<file path="src/hw/rtl/pps_pkg.sv">
// Shared types, constants and tables for the pure pursuit steering block.
package pps_pkg;

  localparam int COORD_W = 32;
  localparam int DIFF_W  = COORD_W + 1;
  localparam int VEC_W   = COORD_W + 4;
  localparam int ANG_W   = 34;
  localparam int MUL_W   = VEC_W;
  localparam int PROD_W  = 2 * MUL_W;
  localparam int NUM_W   = PROD_W + 24;
  localparam int Q_W     = 33;
  localparam int CORDIC_STEPS = 20;
  localparam int STEP_W  = 5;
  localparam int DIV_K_W = 6;
  localparam int DIV_TOP = 32;
  localparam int DSH_W   = PROD_W + DIV_TOP;

  localparam logic [27:0] GAIN_Q28 = 28'd163008218;
  localparam logic [31:0] EPS_Q32  = 32'd4294967;

  localparam logic [1:0] CMD_POSE   = 2'd0;
  localparam logic [1:0] CMD_POINT  = 2'd1;
  localparam logic [1:0] CMD_END    = 2'd2;
  localparam logic [1:0] CMD_UNUSED = 2'd3;

  localparam logic [1:0] REG_SPEED     = 2'd0;
  localparam logic [1:0] REG_LOOKAHEAD = 2'd1;
  localparam logic [1:0] REG_MAX_TURN  = 2'd2;

  typedef enum logic [3:0] {
    ST_IDLE, ST_PT_A, ST_PT_B, ST_PT_C, ST_PT_D,
    ST_ROT, ST_UNX, ST_UNY, ST_UNL, ST_SQ2, ST_NUM, ST_DIVS, ST_DIV, ST_EMIT
  } state_t;

  function automatic logic [31:0] atan_turn(input logic [STEP_W-1:0] k);
    logic [31:0] r;
    unique case (k)
      5'd0:  r = 32'h20000000;
      5'd1:  r = 32'h12E4051E;
      5'd2:  r = 32'h09FB385B;
      5'd3:  r = 32'h051111D4;
      5'd4:  r = 32'h028B0D43;
      5'd5:  r = 32'h0145D7E1;
      5'd6:  r = 32'h00A2F61E;
      5'd7:  r = 32'h00517C55;
      5'd8:  r = 32'h0028BE53;
      5'd9:  r = 32'h00145F2F;
      5'd10: r = 32'h000A2F98;
      5'd11: r = 32'h000517CC;
      5'd12: r = 32'h00028BE6;
      5'd13: r = 32'h000145F3;
      5'd14: r = 32'h0000A2FA;
      5'd15: r = 32'h0000517D;
      5'd16: r = 32'h000028BE;
      5'd17: r = 32'h0000145F;
      5'd18: r = 32'h00000A30;
      5'd19: r = 32'h00000518;
      default: r = 32'h0;
    endcase
    return r;
  endfunction

endpackage

</file>
<file path="src/hw/rtl/pps_divider.sv">
// Restoring divider producing one quotient bit per cycle.
module pps_divider import pps_pkg::*; (
  input  logic              clk,
  input  logic              rst,
  input  logic              start,
  input  logic [NUM_W-1:0]  num,
  input  logic [PROD_W-1:0] den,
  output logic              done,
  output logic [Q_W-1:0]    quo
);

  logic               busy;
  logic [DIV_K_W-1:0] k;
  logic [NUM_W-1:0]   rem;
  logic [DSH_W-1:0]   dsh;
  logic               fits;

  assign fits = DSH_W'(rem) >= dsh;

  always_ff @(posedge clk) begin
    if (rst) begin
      busy <= 1'b0;
      done <= 1'b0;
      k    <= '0;
    end else begin
      done <= 1'b0;
      if (start) begin
        busy <= 1'b1;
        k    <= DIV_K_W'(DIV_TOP);
      end else if (busy) begin
        if (k == '0) begin
          busy <= 1'b0;
          done <= 1'b1;
        end
        k <= k - 1'b1;
      end
    end
  end

  always_ff @(posedge clk) begin
    if (start) begin
      rem <= num;
      dsh <= {den, {DIV_TOP{1'b0}}};
      quo <= '0;
    end else if (busy) begin
      if (fits) rem <= rem - NUM_W'(dsh);
      quo <= {quo[Q_W-2:0], fits};
      dsh <= dsh >> 1;
    end
  end

endmodule

</file>
<file path="config.mk">
export PLATFORM = sky130hd
export DESIGN_NAME = pps_divider
export DESIGN_NICKNAME = d
export VERILOG_FILES = /design/src/hw/rtl/pps_pkg.sv /design/src/hw/rtl/pps_divider.sv
export SDC_FILE = /design/constraint.sdc
export NUM_CORES = 1
export LEC_CHECK = 0
export ABC_CLOCK_PERIOD_IN_PS = 7500
export BUFFER_PORTS_ARGS = -buffer_cell sky130_fd_sc_hd__buf_2
export CELL_PAD_IN_SITES_DETAIL_PLACEMENT = 1
export CELL_PAD_IN_SITES_GLOBAL_PLACEMENT = 2
export CORE_MARGIN = 4
export CORE_UTILIZATION = 33
export DETAILED_ROUTE_END_ITERATION = 6
export GPL_TIMING_DRIVEN = 0
export PLACE_DENSITY = 0.78
export SLEW_MARGIN = 20
export SYNTH_ARGS = -nofsm -noshare
export SYNTH_HDL_FRONTEND = slang
export SYNTH_SLANG_ARGS = --single-unit
</file>
<file path="constraint.sdc">
create_clock -name clk -period 7.5 [get_ports clk]
set_clock_uncertainty 0.2 [all_clocks]
set_input_delay 0.375 -clock clk [delete_from_list [all_inputs] [get_ports clk]]
set_output_delay 0.375 -clock clk [all_outputs]
set_load 0.02 [all_outputs]
</file>
==> insert_results.sql <==
INSERT INTO impl_metrics (metric_group, metric, value, unit) VALUES
('worst_setup_path', 'startpoint_of_the_lowest_slack_register_to_register_path', 'rem[0]', ''),
('run', 'timing.max_cap.violations', '0', ''),
('placed_design', 'hpwlAfterDp', '44280', 'um'),
('cts', 'cts_htree_levels', '1', ''),
('global_routing', 'grt_max_degree', '47', ''),
('synthesis', 'yosysUniqueCellTypes', '83', ''),
('synthesis', 'mappedNetlistArea', '0.01615', 'mm2'),
('worst_setup_path', 'crit-reg2reg-capture', 'rem[70]', ''),
('synthesis', 'ys_warn_count', '0', ''),
('min_path', 'hp-start', 'num[85]', ''),
('sta', 'layout_setup_ws', '2.573', 'ns'),
('cts', 'clock_insertion_delay_worst_skew', '0.60', 'ns'),
('sta', 'fin_hold_ws', '0.07330', 'ns'),
('placed_design', 'placed_cell_area', '0.01809', 'mm2'),
('floorplanning', 'dieHeight', '229.3', 'um'),
('worst_setup_path', 'regToRegSetupSlack', '2.57', 'ns'),
('min_path', 'hold_end', 'rem[85]', ''),
('cts', 'clock_sinks', '241', ''),
('worst_setup_path', 'cp_max_fo', '12', ''),
('synthesis', 'synthesis.area_per_instance', '8.808', 'um2'),
('worst_setup_path', 'crit_path_start_kind', 'flip-flop', ''),
('power', 'power.density', '244.0', 'mW/mm2'),
('route', 'wire_per_inst', '20.19', 'um'),
('synthesis', 'gate_count_of_the_mapped_netlist', '1834', ''),
('sta', 'setup_viol_count_final', '0', ''),
('floorplanning', 'initial_utilization', '0.3362', ''),
('route', 'total_number_of_vias', '15160', ''),
('route', 'drt_wl_total', '58170', 'um'),
('synthesis', 'synth_seq_area_share', '0.4028', ''),
('outcome', 'outcome', 'complete, no violations', ''),
('placed_design', 'place.detailed.instances', '2662', ''),
('route', 'route.detailed.drc', '0', ''),
('route', 'drt_pre_antenna_iters', '7', ''),
('route', 'drt.antenna.violating_nets', '0', ''),
('cts', 'number_of_buffers_created_by_cts', '31', ''),
('sta', 'finalCriticalPeriod', '4.927', 'ns'),
('placed_design', 'place_worst_setup_slack', '2.574', 'ns'),
('floorplanning', 'fp.dieArea', '0.05256', 'mm2'),
('power', 'vdd_ir_drop_max', '180.7', 'uV'),
('synthesis', 'synth.ff_latch_count', '241', ''),
('global_routing', 'grt_pass1_vias', '16360', ''),
('route', 'routed.top_layer', 'met4', ''),
('cts', 'cts_tree', 'yes', ''),
('route', 'avgViaCountPerCell', '5.262', ''),
('cells_and_area', 'instances_no_fill', '2881', ''),
('global_routing', 'antenna_found_initial', '3', ''),
('sta', 'grt_setup_unrepaired', 'no', ''),
('cells_and_area', 'final_design_area_no_fill', '0.02073', 'mm2'),
('worst_setup_path', 'timing.critical_path.required', '7.64', 'ns'),
('cells_and_area', 'area_overhead_vs_synth', '28.32', '%'),
('sta', 'final.period_utilization', '0.6570', ''),
('floorplanning', 'fp-row-count', '80', ''),
('global_routing', 'grt_overflow_total', '0', ''),
('cells_and_area', 'final_layout_size_suffix_gt1_frac', '0.1400', ''),
('min_path', 'hp-class', 'in -> reg', ''),
('worst_setup_path', 'worst-setup-path-type', 'reg -> reg', ''),
('synthesis', 'number_of_flops_mapped_to_enable_cells_by_yosys', '168', ''),
('cts', 'cts_root_buffer', 'clkbuf_16', ''),
('synthesis', 'postSynth.topFlopCell', 'edfxtp_1', ''),
('floorplanning', 'core_area', '0.04805', 'mm2'),
('cts', 'clock_tree.buffer_depth', '3', ''),
('worst_setup_path', 'cp_data_arrival_time', '5.07', 'ns'),
('sta', 'finalMaxSlewViolations', '0', ''),
('worst_setup_path', 'worst_reg_to_reg_cells', '18', ''),
('cts', 'cts_setup_buffers', '0', ''),
('global_routing', 'grt_first_pass_wirelength', '91010', 'um'),
('synthesis', 'synth_nets', '2104', ''),
('cts', 'clk_transition_reported_paths', '0.06', 'ns'),
('route', 'starting_drc_count_in_detailed_routing', '785', ''),
('sta', 'finalSetupTns', '0', 'ns'),
('sta', 'relSlewSlack', '0.2621', '');
sequential cells by signal, indices dropped and copies added (netlist names):
name,count
busy,1
dsh,104
done,1
k,6
quo,33
rem,96
cells in the mapped netlist, types with 10 or more instances:
library cell  count  share of area
o21bai_1         29          0.013
ha_1             98          0.076
xor2_1           31          0.017
o31ai_1          71          0.033
mux2i_1          68          0.042
dfxtp_1          73          0.090
nor4_1           10         0.0039
o21ai_1          10         0.0031
o21ai_0         151          0.047
a21oi_1         125          0.039
xnor2_1          51          0.028
inv_1           126          0.029
nand2_1         258          0.060
nand4_1          48          0.019
nor2_1          146          0.034
nand3_1          16         0.0050
nor2b_1          11         0.0043
clkbuf_1         87          0.020
buf_2            14         0.0043
o21a_1           20         0.0093
a21o_1           44          0.020
edfxtp_1        168           0.31
nor3_1           21         0.0065
cells in the final DEF, fill, tap and decap left out, types with 10 or more instances in the layout:
cell type,instances
a21o_1,44
clkbuf_1,95
nand2_1,257
a21oi_1,125
xor2_1,31
inv_1,126
dfxtp_1,73
clkbuf_16,31
edfxtp_1,168
nand3_1,16
o21a_1,20
nand4_1,48
ha_1,98
dlygate4sd3_1,162
nor2_1,146
o21ai_0,151
xnor2_1,51
nor4_1,10
o31ai_1,71
o21ai_1,10
mux2i_1,68
nor2b_1,11
nor3_1,21
buf_2,217
o21bai_1,29
kinds of logic (layout without fill, tap and decap cells):
| logic type | count (synthesis) | after routing | share of synthesized area |
|---|---|---|---|
| mux | 69 | 69 | 0.04283 |
| fa+ha+maj | 99 | 99 | 0.07714 |
| simple gates | 568 | 568 | 0.1585 |
| xor+xnor | 82 | 82 | 0.04446 |
| buf+inv | 237 | 668 | 0.05670 |
| other cells | 0 | 1 | 0 |
| compound gates | 538 | 538 | 0.2176 |
| flops | 241 | 241 | 0.4028 |
routing by layer:
layer  track usage  up-vias
li1              -     7423
met1        0.2871     7390
met2        0.3745      288
met3       0.02659       59
met4       0.04127        0
met5             0        -
metrics by stage:
| stage | utilization | total power [mW] |
|---|---|---|
| global route | 0.4314 | 5.373 |
| finish | 0.4314 | 5.058 |
| global placement | 0.3735 | 3.438 |
| floorplan | - | 2.951 |
| detailed placement | 0.3765 | 3.485 |
| CTS | 0.4314 | 5.095 |
how the worst max path moves through the flow:
stage,start,endpoint,depth (start not counted)
final,rem[0],rem[70],18
after global routing,rem[0],rem[66],18
after CTS,rem[0],rem[71],18
after detailed placement,rem[0],rem[76],18
after global placement,dsh[21],rem[47],13
after floorplan,rem[8],rem[0],12
layout make-up:
| type | count | area (um2) | area share |
|---|---|---|---|
| multi-input cells | 1356 | 8745 | 0.4219 |
| clock inverters | 12 | 150.1 | 0.007243 |
| flip-flops and latches | 241 | 6506 | 0.3139 |
| well taps | 615 | 769.5 | 0.03712 |
| inverters | 127 | 476.7 | 0.02300 |
| plain buffers | 110 | 440.4 | 0.02125 |
| diodes | 1 | 2.502 | 0.0001207 |
| clock buffers | 44 | 864.6 | 0.04171 |
| repair buffers | 375 | 2774 | 0.1338 |
worst max-delay path, cell delays in order (launching register included):
cell and delay (ns):
edfxtp_1 0.37, inv_1 0.06, ha_1 0.17, inv_1 0.06
fa_1 0.44, a211oi_2 0.32, o211ai_1 0.14, nand2_1 0.18
o211ai_2 0.17, a221oi_4 0.49, o311ai_2 0.25, o21ai_1 0.19
a21oi_1 0.08, o31ai_1 0.44, a22oi_2 0.33, buf_8 0.29
buf_8 0.15, buf_6 0.15, buf_6 0.16
power by group:
group / switching, mW / total [mW] / internal [mW]
Sequential: 0.0460 / 1.66 / 1.61
Combinational: 1.16 / 1.88 / 0.720
Clock: 0.613 / 1.52 / 0.902
repair_timing:
item                                   CTS  global route
hold buffers                           162             0
endpoints found under the hold margin  163             0
resized for setup                        0             0
Note: power is estimated with default switching activity, not from simulation.
