$ cat src/hw/rtl/pps_pkg.sv
// Shared types, constants and tables for the pure pursuit steering block.
package pps_pkg;

  localparam int COORD_W = 32;
  localparam int DIFF_W  = COORD_W + 1;
  localparam int VEC_W   = COORD_W + 4;
  localparam int ANG_W   = 34;
  localparam int MUL_W   = VEC_W;
  localparam int PROD_W  = 2 * MUL_W;
  localparam int NUM_W   = PROD_W + 24;
  localparam int Q_W     = 33;
  localparam int CORDIC_STEPS = 20;
  localparam int STEP_W  = 5;
  localparam int DIV_K_W = 6;
  localparam int DIV_TOP = 32;
  localparam int DSH_W   = PROD_W + DIV_TOP;

  localparam logic [27:0] GAIN_Q28 = 28'd163008218;
  localparam logic [31:0] EPS_Q32  = 32'd4294967;

  localparam logic [1:0] CMD_POSE   = 2'd0;
  localparam logic [1:0] CMD_POINT  = 2'd1;
  localparam logic [1:0] CMD_END    = 2'd2;
  localparam logic [1:0] CMD_UNUSED = 2'd3;

  localparam logic [1:0] REG_SPEED     = 2'd0;
  localparam logic [1:0] REG_LOOKAHEAD = 2'd1;
  localparam logic [1:0] REG_MAX_TURN  = 2'd2;

  typedef enum logic [3:0] {
    ST_IDLE, ST_PT_A, ST_PT_B, ST_PT_C, ST_PT_D,
    ST_ROT, ST_UNX, ST_UNY, ST_UNL, ST_SQ2, ST_NUM, ST_DIVS, ST_DIV, ST_EMIT
  } state_t;

  function automatic logic [31:0] atan_turn(input logic [STEP_W-1:0] k);
    logic [31:0] r;
    unique case (k)
      5'd0:  r = 32'h20000000;
      5'd1:  r = 32'h12E4051E;
      5'd2:  r = 32'h09FB385B;
      5'd3:  r = 32'h051111D4;
      5'd4:  r = 32'h028B0D43;
      5'd5:  r = 32'h0145D7E1;
      5'd6:  r = 32'h00A2F61E;
      5'd7:  r = 32'h00517C55;
      5'd8:  r = 32'h0028BE53;
      5'd9:  r = 32'h00145F2F;
      5'd10: r = 32'h000A2F98;
      5'd11: r = 32'h000517CC;
      5'd12: r = 32'h00028BE6;
      5'd13: r = 32'h000145F3;
      5'd14: r = 32'h0000A2FA;
      5'd15: r = 32'h0000517D;
      5'd16: r = 32'h000028BE;
      5'd17: r = 32'h0000145F;
      5'd18: r = 32'h00000A30;
      5'd19: r = 32'h00000518;
      default: r = 32'h0;
    endcase
    return r;
  endfunction

endpackage

$ cat src/hw/rtl/pps_cordic.sv
// Iterative CORDIC rotator, one micro-rotation per cycle.
module pps_cordic import pps_pkg::*; (
  input  logic                    clk,
  input  logic                    rst,
  input  logic                    start,
  input  logic signed [VEC_W-1:0] x0,
  input  logic signed [VEC_W-1:0] y0,
  input  logic signed [ANG_W-1:0] z0,
  output logic                    done,
  output logic signed [VEC_W-1:0] xr,
  output logic signed [VEC_W-1:0] yr
);

  logic              busy;
  logic [STEP_W-1:0] step;
  logic signed [ANG_W-1:0] z;
  logic signed [VEC_W-1:0] sx, sy;
  logic signed [ANG_W-1:0] at;

  always_comb begin
    sx = xr >>> step;
    sy = yr >>> step;
    at = $signed({2'b00, atan_turn(step)});
  end

  always_ff @(posedge clk) begin
    if (rst) begin
      busy <= 1'b0;
      done <= 1'b0;
      step <= '0;
    end else begin
      done <= 1'b0;
      if (start) begin
        busy <= 1'b1;
        step <= '0;
      end else if (busy) begin
        if (step == STEP_W'(CORDIC_STEPS - 1)) begin
          busy <= 1'b0;
          done <= 1'b1;
        end
        step <= step + 1'b1;
      end
    end
  end

  always_ff @(posedge clk) begin
    if (start) begin
      xr <= x0;
      yr <= y0;
      z  <= z0;
    end else if (busy) begin
      if (z >= 0) begin
        xr <= xr - sy;
        yr <= yr + sx;
        z  <= z - at;
      end else begin
        xr <= xr + sy;
        yr <= yr - sx;
        z  <= z + at;
      end
    end
  end

endmodule

$ cat config.mk
export PLATFORM = sky130hd
export DESIGN_NAME = pps_cordic
export DESIGN_NICKNAME = d
export VERILOG_FILES = /design/src/hw/rtl/pps_pkg.sv /design/src/hw/rtl/pps_cordic.sv
export SDC_FILE = /design/constraint.sdc
export NUM_CORES = 1
export LEC_CHECK = 0
export BUFFER_PORTS_ARGS = -buffer_cell sky130_fd_sc_hd__buf_2
export CORE_UTILIZATION = 56
export DETAILED_ROUTE_END_ITERATION = 16
export PLACE_DENSITY = 0.77
export RECOVER_POWER = 25
export SETUP_SLACK_MARGIN = 0.02
export SKIP_LAST_GASP = 1
export SLEW_MARGIN = 20
export SYNTH_ARGS = -nofsm -noshare
export SYNTH_HDL_FRONTEND = slang
export SYNTH_SLANG_ARGS = --single-unit
$ cat constraint.sdc
create_clock -name clk -period 6.3 [get_ports clk]
set_input_delay 0.63 -clock clk [delete_from_list [all_inputs] [get_ports clk]]
set_output_delay 0.63 -clock clk [all_outputs]
set_load 0.05 [all_outputs]
==> results of run 1 <==
## registers in the layout (all words and copies together), names as in the netlist
| register | flops |
|---|---|
| z | 34 |
| done | 1 |
| xr | 36 |
| at | 30 |
| yr | 36 |
| step | 5 |
| busy | 1 |
## worst max path at each step
| stage | from | to | cells past startpoint |
|---|---|---|---|
| 2_1_floorplan | step[4]$_SDFFE_PP0P_ | yr[24]$_DFFE_PP_ | 24 |
| 3_3_place_gp | step[1]$_SDFFE_PP0P_ | xr[28]$_DFFE_PP_ | 19 |
| 3_5_place_dp | step[1]$_SDFFE_PP0P_ | xr[35]$_DFFE_PP_ | 20 |
| 4_1_cts | step[0]$_SDFFE_PP0P_ | yr[33]$_DFFE_PP_ | 20 |
| 5_1_grt | step[1]$_SDFFE_PP0P_ | xr[29]$_DFFE_PP_ | 21 |
| 6_report | xr[27]$_DFFE_PP_ | yr[32]$_DFFE_PP_ | 20 |
## layout make-up
| cell class | count | area [µm²] | share of cell area (%) |
|---|---|---|---|
| Clock buffer | 19 | 475 | 2.17 |
| Clock inverter | 13 | 113 | 0.514 |
| Inverter | 55 | 210 | 0.959 |
| Multi-Input combinational cell | 1851 | 14200 | 64.7 |
| Sequential cell | 143 | 3940 | 18.0 |
| Tap cell | 442 | 553 | 2.52 |
| Timing Repair Buffer | 367 | 2450 | 11.2 |
## cell families after synthesis
| group | after synthesis | share of synthesized area, % |
|---|---|---|
| muxes | 221 | 18.6 |
| AOI/OAI and AO/OA | 701 | 23.9 |
| adders and majority gates | 117 | 7.87 |
| xor gates and xnor gates | 182 | 8.44 |
| buffers and inverters | 181 | 4.58 |
| and+or+nand+nor | 630 | 15.9 |
| DFF | 143 | 20.8 |
## placed cells by master (no fill, tap or decap), drive strengths merged, types with 31 or more instances in the layout
master	n
a21o	48
nor2	124
nor3	35
inv	57
edfxtp	106
o21ai	215
mux2i	79
nand2	265
a21oi	141
nand3	43
dfxtp	37
o31ai	42
buf	367
ha	114
nand2b	31
xor2	89
mux2	48
xnor2	93
mux4	94
## repair_timing
action                     in CTS  in global routing
setup endpoints to repair       4                 30
gates resized for setup         0                 30
setup buffers                   1                 19
pin swaps                       0                  1
## layer usage
| layer | track usage [%] | part of all wire, % |
|---|---|---|
| met5 | 0 | 0 |
| met2 | 64.8 | 46 |
| met1 | 49.8 | 39 |
| met3 | 6.85 | 8.8 |
| met4 | 21.1 | 5.4 |
## where the power goes
group / total, mW / internal [mW] / leakage [nW] / switching, mW
combinational: 11.6 / 4.88 / 7.36 / 6.73
clock: 1.05 / 0.564 / 0.295 / 0.488
sequential: 2.26 / 1.60 / 1.38 / 0.660
==> results.json, run 1 <==
{
  "fin_ws_ns": 0.209,
  "reg2reg_depth": 20,
  "holdPathEnd": "busy$_SDFF_PP0_",
  "final_nets": 2661,
  "finalSetupViolCount": 0,
  "yosys.area.top_type_share_pct": 16.9,
  "synth_top_flop_cell": "edfxtp_1",
  "clk_pin_slew_ns": 0.07,
  "overflow": 0,
  "rows": 66,
  "synth-seq-area-share_pct": 20.8,
  "cts_tree": "done",
  "clkSinkCount": 143,
  "final_util_pct": 66.7,
  "path_common_cell": "buf_4",
  "clockBufferDepth": 2,
  "drive_gt1_share_pct": 24.0,
  "cts_hold_buf": 0,
  "crit_chain": "buf_4 > mux4_2 > mux2i_1 > nor2_1 > or4_1 > or2_2 > o21ai_0 > xor2_1 > ha_1 > a21o_1 > a21oi_1 > nor4b_1 > a21bo_2 > a2111oi_1 > buf_4 > o311a_1 > o211ai_1 > buf_4 > a41o_1 > o311ai_0",
  "drc_errors": 0,
  "diodes": 0,
  "hold_viol_final": 0,
  "core_area_um2": 32900,
  "max_slew_margin_pct": 22.1,
  "num-fill-cells": 2776,
  "via_per_inst": 6.68,
  "wire_per_inst_um": 23.7,
  "critPathTopFamily": "compound AO/OA/AOI/OAI gates",
  "syn_avg_cell_area_um2": 8.68,
  "design_area_um2": 21900,
  "dpl_worst_slack_ns": 0.0380,
  "worstReg2RegStart": "xr[27]$_DFFE_PP_",
  "rrSetupSlack_ns": 0.21,
  "ant_nets": 0,
  "post-route-min-period_ns": 6.09,
  "async_flop_share_pct": 0,
  "syn_nets": 2401,
  "dp.cells": 2838,
  "crit_fanout": 8,
  "synth_edf_count": 106,
  "synth_top_area_cell": "edfxtp_1",
  "grt_max_degree": 83,
  "stdcell_count": 2890,
  "p_total_mw": 14.9,
  "critical_path_buf_inv_count": 3,
  "critPathKind": "register to register",
  "antenna_found_initial": 0,
  "slew_viol_final": 0,
  "timing.hold.ws_ns": 0.377,
  "cts_made_buffers": 17,
  "hold_path_class": "primary input to register",
  "cp-end-kind": "register",
  "vias": 19300,
  "clock_skew_ns": 0.00896,
  "p_leak_nw": 9.04,
  "yosysMostFrequentCell": "nand2_1",
  "area_growth_pct": 16.1,
  "worst_ep_required_time_ns": 6.56,
  "grt_pass1_wl_um": 104000,
  "yosys_warnings": 0,
  "fmax_mhz": 164,
  "drtIter0Drc": 1777,
  "grt_use_total_pct": 39.6,
  "synth_cells": 2175,
  "max-cap-violations": 0,
  "die_w_um": 186,
  "dieHeight_um": 186,
  "fin_setup_tns_ns": 0,
  "cp_slowest_stage_delay_ns": 0.57,
  "cts_htree_levels": 4,
  "cts_root_buf": "clkbuf_16",
  "fin_crit_sh_pct": 96.7,
  "routed_wl_um": 68500,
  "grt_pass1_vias": 18100,
  "min_from": "rst",
  "ys_ff_latch": 143,
  "max-vdd-ir-drop_uv": 403,
  "hold_depth": 2,
  "startpoint_type": "register",
  "synth_cell_types": 97,
  "crit_arrival_ns": 6.35,
  "powerDensity_nw_per_um2": 680,
  "clk_latency_ns": 0.46,
  "dr.pass1.iters": 9,
  "start_util_pct": 57.5,
  "outcome": "completed",
  "io_pins": 182,
  "gp_congestion": 1.04,
  "die_area_um2": 34500,
  "synth_area_um2": 18900,
  "synth_area_leaders": "edfxtp_1, mux4_2, ha_1",
  "synth_common_cells": "nand2_1, o21ai_0, a21oi_1, nor2_1, ha_1",
  "slowest_stage": "or4_1",
  "port_buffers": 181,
  "postPlaceCellArea_um2": 21100,
  "dp_hpwl_um": 52300,
  "worst_slew_pin_slew_ns": 1.15,
  "regToRegEndpoint": "yr[32]$_DFFE_PP_"
}
Note: power is estimated with default switching activity, not from simulation.
==> run 2, diff against run 1 <==
Settings changed: CORE_UTILIZATION 56 to 25, PLACE_DENSITY 0.77 to 0.4.
==> results.json, run 2 (same netlist as run 1, synthesis figures left out) <==
{
  "timing.hold.ws_ns": 0.376,
  "worst_ep_required_time_ns": 6.53,
  "cts_htree_levels": 4,
  "grt_pass1_wl_um": 122000,
  "p_leak_nw": 9.72,
  "dpl_worst_slack_ns": -0.124,
  "drc_errors": 0,
  "die_area_um2": 76600,
  "gp_congestion": 0.950,
  "slew_viol_final": 68,
  "p_total_mw": 16.0,
  "die_w_um": 277,
  "dp.cells": 3490,
  "wl_met2_um": 40700,
  "wl_met1_um": 35000,
  "cts_made_buffers": 17,
  "internal_power_mw": 7.73,
  "top_regs": "xr x36, yr x36, z x34",
  "comb_power_share_pct": 79.7,
  "p_switching_mw": 8.23,
  "fmax_mhz": 165,
  "holdPathEnd": "busy$_SDFF_PP0_",
  "grt_pass1_vias": 19100,
  "core_area_um2": 74600,
  "diodes": 0,
  "routed_wl_um": 82300,
  "clk_pin_slew_ns": 0.07,
  "outcome": "complete, but fails checks",
  "cts_root_buf": "clkbuf_16",
  "fin_crit_sh_pct": 96.2,
  "vias": 19200,
  "hold_path_class": "primary input to register",
  "clock_skew_ns": 0.0257,
  "p_seq_share_pct": 13.3,
  "post-route-min-period_ns": 6.06,
  "dr.pass1.iters": 5,
  "powerDensity_nw_per_um2": 672,
  "pwr-share-clk_pct": 7.0,
  "final_nets": 2801,
  "fin_ws_ns": 0.240,
  "path_common_cell": "buf_4",
  "port_buffers": 181,
  "startpoint_type": "register",
  "finalSetupViolCount": 0,
  "postPlaceCellArea_um2": 22700,
  "drive_gt1_share_pct": 27.5,
  "hold_viol_final": 0,
  "cp_slowest_stage_delay_ns": 0.63,
  "design_area_um2": 23800,
  "wire_per_inst_um": 23.1,
  "critPathTopFamily": "compound AO/OA/AOI/OAI gates",
  "ant_nets": 0,
  "dp_hpwl_um": 64500,
  "crit_arrival_ns": 6.29,
  "final_common_cell": "buf_4",
  "clk_latency_ns": 0.52,
  "rsz0062_at_grt": "no",
  "violations": "max-capacitance violations, max-slew violations",
  "antenna_found_initial": 0,
  "critPathKind": "register to register",
  "crit_fanout": 6,
  "final_cell_mix": "buf_4, nand2_1, o21ai_0, buf_2, a21oi_1",
  "max_slew_margin_pct": -80.9,
  "fin_setup_tns_ns": 0,
  "reg2reg_depth": 24,
  "via_per_inst": 5.40,
  "top_layer": "met4",
  "final_util_pct": 31.9,
  "hold_depth": 2,
  "area_growth_pct": 25.8,
  "regToRegEndpoint": "xr[35]$_DFFE_PP_",
  "clkSinkCount": 143,
  "start_util_pct": 25.3,
  "critical_path_buf_inv_count": 6,
  "worst_slew_pin_slew_ns": 2.71,
  "drtIter0Drc": 1252,
  "cts_tree": "done",
  "rrSetupSlack_ns": 0.24,
  "stdcell_count": 3557,
  "worstReg2RegStart": "step[0]$_SDFFE_PP0P_",
  "max-cap-violations": 2,
  "rows": 100,
  "dieHeight_um": 277,
  "overflow": 0,
  "power.share.switching_pct": 51.6,
  "grt_use_total_pct": 21.0,
  "io_pins": 182,
  "max-vdd-ir-drop_uv": 206,
  "grt_max_degree": 88,
  "crit_chain": "buf_4 > buf_4 > mux4_2 > a32o_1 > a311oi_1 > buf_4 > and2_1 > or4bb_4 > inv_1 > a31oi_1 > xor2_1 > ha_1 > and4_1 > nand3_1 > a211oi_2 > buf_4 > o211ai_1 > a311oi_1 > buf_4 > o21bai_1 > a31oi_2 > o22ai_1 > xnor2_1 > o21ai_1",
  "cp-end-kind": "register",
  "slowest_stage": "mux4_2",
  "wl_met3_um": 3920,
  "min_from": "rst",
  "startpoint": "step[0]$_SDFFE_PP0P_",
  "clockBufferDepth": 2
}
run 2: changes by cell type in the layout (fill, tap and decap cells not counted), moves of 3 or more:
cell,before,now
buf_16,0,4
buf_2,180,158
buf_4,173,309
buf_6,3,0
clkbuf_1,0,23
mux2i_1,76,72
mux2i_2,3,6
run 2: per-layer routing:
metal  GRT usage [%]  vias to the layer above
met4            8.16                        0
met2            36.6                      549
met3            3.03                       96
li1                -                     9094
met5               0                        -
met1            26.0                     9473
run 2: worst max-delay path by stage:
stage                       endpoint  slack [ns]  depth (start not counted)
finish              xr[35]$_DFFE_PP_        0.24                         24
detailed placement  yr[29]$_DFFE_PP_       -0.12                         23
floorplan           yr[24]$_DFFE_PP_        0.15                         24
global placement    yr[29]$_DFFE_PP_       -0.08                         23
CTS                 xr[35]$_DFFE_PP_        0.04                         20
global route        xr[27]$_DFFE_PP_       0.002                         24
run 2: cell type report:
| type | instances | area [µm²] |
|---|---|---|
| Inverter | 55 | 206 |
| Multi-Input combinational cell | 1851 | 14200 |
| Tap cell | 969 | 1210 |
| Sequential cell | 143 | 3940 |
| Timing Repair Buffer | 507 | 3570 |
| Clock buffer | 19 | 464 |
| Clock inverter | 13 | 138 |
| Fill cell | 7969 | 50800 |
run 2: power groups by stage:
stage	combinational, mW	clock, mW	sequential [mW]
after detailed placement	12.5	0	2.17
final	12.7	1.12	2.13
after global placement	12.4	0	2.16
after global routing	13.9	1.18	2.18
after floorplan	7.22	0	2.82
after CTS	12.5	1.17	2.14
run 2: what timing repair did:
item | CTS | global route
pin swaps | 0 | 4
resized for setup | 0 | 42
hold buffers | 0 | 0
gates cloned | 0 | 1
setup buffers | 9 | 24
setup endpoints to repair | 17 | 26
run 2: worst reg2reg max path, delay by kind of cell, from the launching register on:
kind | cells | cell delay [ns]
adders and majority gates | 1 | 0.30
xor gates and xnor gates | 2 | 0.35
DFF | 1 | 0.37
buffers and inverters | 6 | 1.07
AOI/OAI and AO/OA | 10 | 2.08
muxes | 1 | 0.63
and+or+nand+nor | 4 | 1.01
==> run 3, diff against run 2 <==
Settings changed: CAP_MARGIN from default to 20, MAX_ROUTING_LAYER from default to met4, PLACE_DENSITY 0.4 to 0.43.
==> results.json, run 3 (same netlist as run 1, synthesis figures left out) <==
{
  "hold_path_class": "primary input to register",
  "worst_slew_pin_slew_ns": 0.858,
  "critPathKind": "register to register",
  "clkSinkCount": 143,
  "grt_pass1_vias": 18800,
  "grt_pass1_wl_um": 121000,
  "wire_per_inst_um": 22.7,
  "critical_path_buf_inv_count": 4,
  "min_from": "rst",
  "fmax_mhz": 167,
  "clock_skew_ns": 0.0158,
  "final_nets": 2780,
  "start_util_pct": 25.3,
  "timing.hold.ws_ns": 0.400,
  "startpoint": "step[2]$_SDFFE_PP0P_",
  "path_common_cell": "buf_4",
  "cts_htree_levels": 4,
  "dieHeight_um": 277,
  "crit_fanout": 24,
  "dr.pass1.iters": 8,
  "cts_hold_buf": 0,
  "slowest_stage": "dfxtp_4",
  "max_slew_margin_pct": 42.0,
  "cp_slowest_stage_delay_ns": 0.63,
  "worst_ep_required_time_ns": 6.53,
  "drtIter0Drc": 1394,
  "cp-end-kind": "register",
  "die_w_um": 277,
  "drc_errors": 0,
  "rows": 100,
  "antenna_found_initial": 2,
  "fin_ws_ns": 0.315,
  "grt_use_total_pct": 21.3,
  "finalSetupViolCount": 0,
  "fin_crit_sh_pct": 95.0,
  "clockBufferDepth": 2,
  "core_area_um2": 74600,
  "via_per_inst": 5.37,
  "powerDensity_nw_per_um2": 676,
  "post-route-min-period_ns": 5.98,
  "drive_gt1_share_pct": 27.4,
  "routed_wl_um": 80400,
  "hold_viol_final": 0,
  "cts_tree": "done",
  "outcome": "completed",
  "max-vdd-ir-drop_uv": 243,
  "cts_root_buf": "clkbuf_16",
  "max-cap-violations": 0,
  "startpoint_type": "register",
  "worstReg2RegStart": "step[2]$_SDFFE_PP0P_",
  "io_pins": 182,
  "die_area_um2": 76600,
  "cts_made_buffers": 17,
  "critPathTopFamily": "compound AO/OA/AOI/OAI gates",
  "final_cell_mix": "buf_4, nand2_1, o21ai_0, buf_2, a21oi_1",
  "ant_nets": 0,
  "port_buffers": 181,
  "dpl_worst_slack_ns": -0.322,
  "crit_arrival_ns": 6.21,
  "final_common_cell": "buf_4",
  "p_leak_nw": 9.64,
  "overflow": 0,
  "num-fill-cells": 7916,
  "gp_congestion": 0.977,
  "clk_latency_ns": 0.50,
  "slew_viol_final": 0,
  "top_regs": "xr x36, yr x36, z x34",
  "vias": 19000,
  "clk_pin_slew_ns": 0.07,
  "grt_max_degree": 87,
  "dp_hpwl_um": 64300,
  "area_growth_pct": 24.7,
  "crit_chain": "buf_4 > mux2i_1 > o22ai_1 > o31ai_1 > o32a_1 > and4bb_2 > o211ai_1 > buf_4 > o31ai_1 > xnor2_1 > ha_1 > and3_1 > and2_1 > a221oi_1 > buf_4 > nand2_1 > o21ai_1 > nand2_1 > buf_4 > o21a_1 > nor2_1 > xor2_1 > o21ai_0",
  "rsz0062_at_grt": "yes"
}
## run 3: cell types whose count changed in the layout (fill, tap and decap cells not counted), sizes merged
cell      previous run  this run
diode                0         1
inv                 57        56
clkbuf              45        21
clkinvlp             0         1
clkinv              10         7
bufinv               1         2
buf                481       486
## run 3: metrics by stage
step           instance area [µm²]  instances  total power, mW  setup TNS, ns  util [%]
2_1_floorplan                18900       2175             10.0              0         -
3_3_place_gp                 22700       3496             14.6          -2.65      30.5
3_5_place_dp                 22700       3496             14.6          -2.91      30.5
4_1_cts                      23400       3531             15.9              0      31.4
5_1_grt                      23600       3537             17.2        -0.0194      31.6
6_report                     23600       3537             15.9              0      31.6
## run 3: worst paths after layout
path,endpoint,depth (start not counted),slack (ns)
setup / recovery,yr[27]$_DFFE_PP_,23,0.32
hold / removal,busy$_SDFF_PP0_,2,0.40
setup reg to reg,yr[27]$_DFFE_PP_,23,0.32
hold reg to reg,busy$_SDFF_PP0_,2,0.61
## run 3: per-layer routing
layer	global-route usage, %	wire (µm)	vias to the layer above
li1	-	-	9072
met1	26.3	35000	9327
met2	35.9	40000	501
met3	2.69	3440	88
met4	6.52	2000	0
met5	-	0	-
## run 3: layout make-up
| cell class | count | area [µm²] | share of cell area [%] |
|---|---|---|---|
| Clock inverter | 11 | 135 | 0.574 |
| Sequential cell | 143 | 3940 | 16.7 |
| Tap cell | 969 | 1210 | 5.15 |
| Multi-Input combinational cell | 1851 | 14200 | 60.3 |
| Antenna cell | 1 | 2.50 | 0.0106 |
| Inverter | 55 | 206 | 0.876 |
| Clock buffer | 21 | 504 | 2.14 |
| Timing Repair Buffer | 486 | 3360 | 14.3 |
## run 3: what timing repair did
action                     CTS  global route
setup endpoints to repair   14            23
gates resized for setup      3            27
pin swaps                    0             2
buffers inserted             3             5
## run 3: report_power, final
part	switching [mW]	total, mW	internal (mW)	leakage [nW]
Combinational	7.01	12.6	5.55	7.95
Clock	0.503	1.16	0.662	0.313
Sequential	0.596	2.19	1.60	1.38
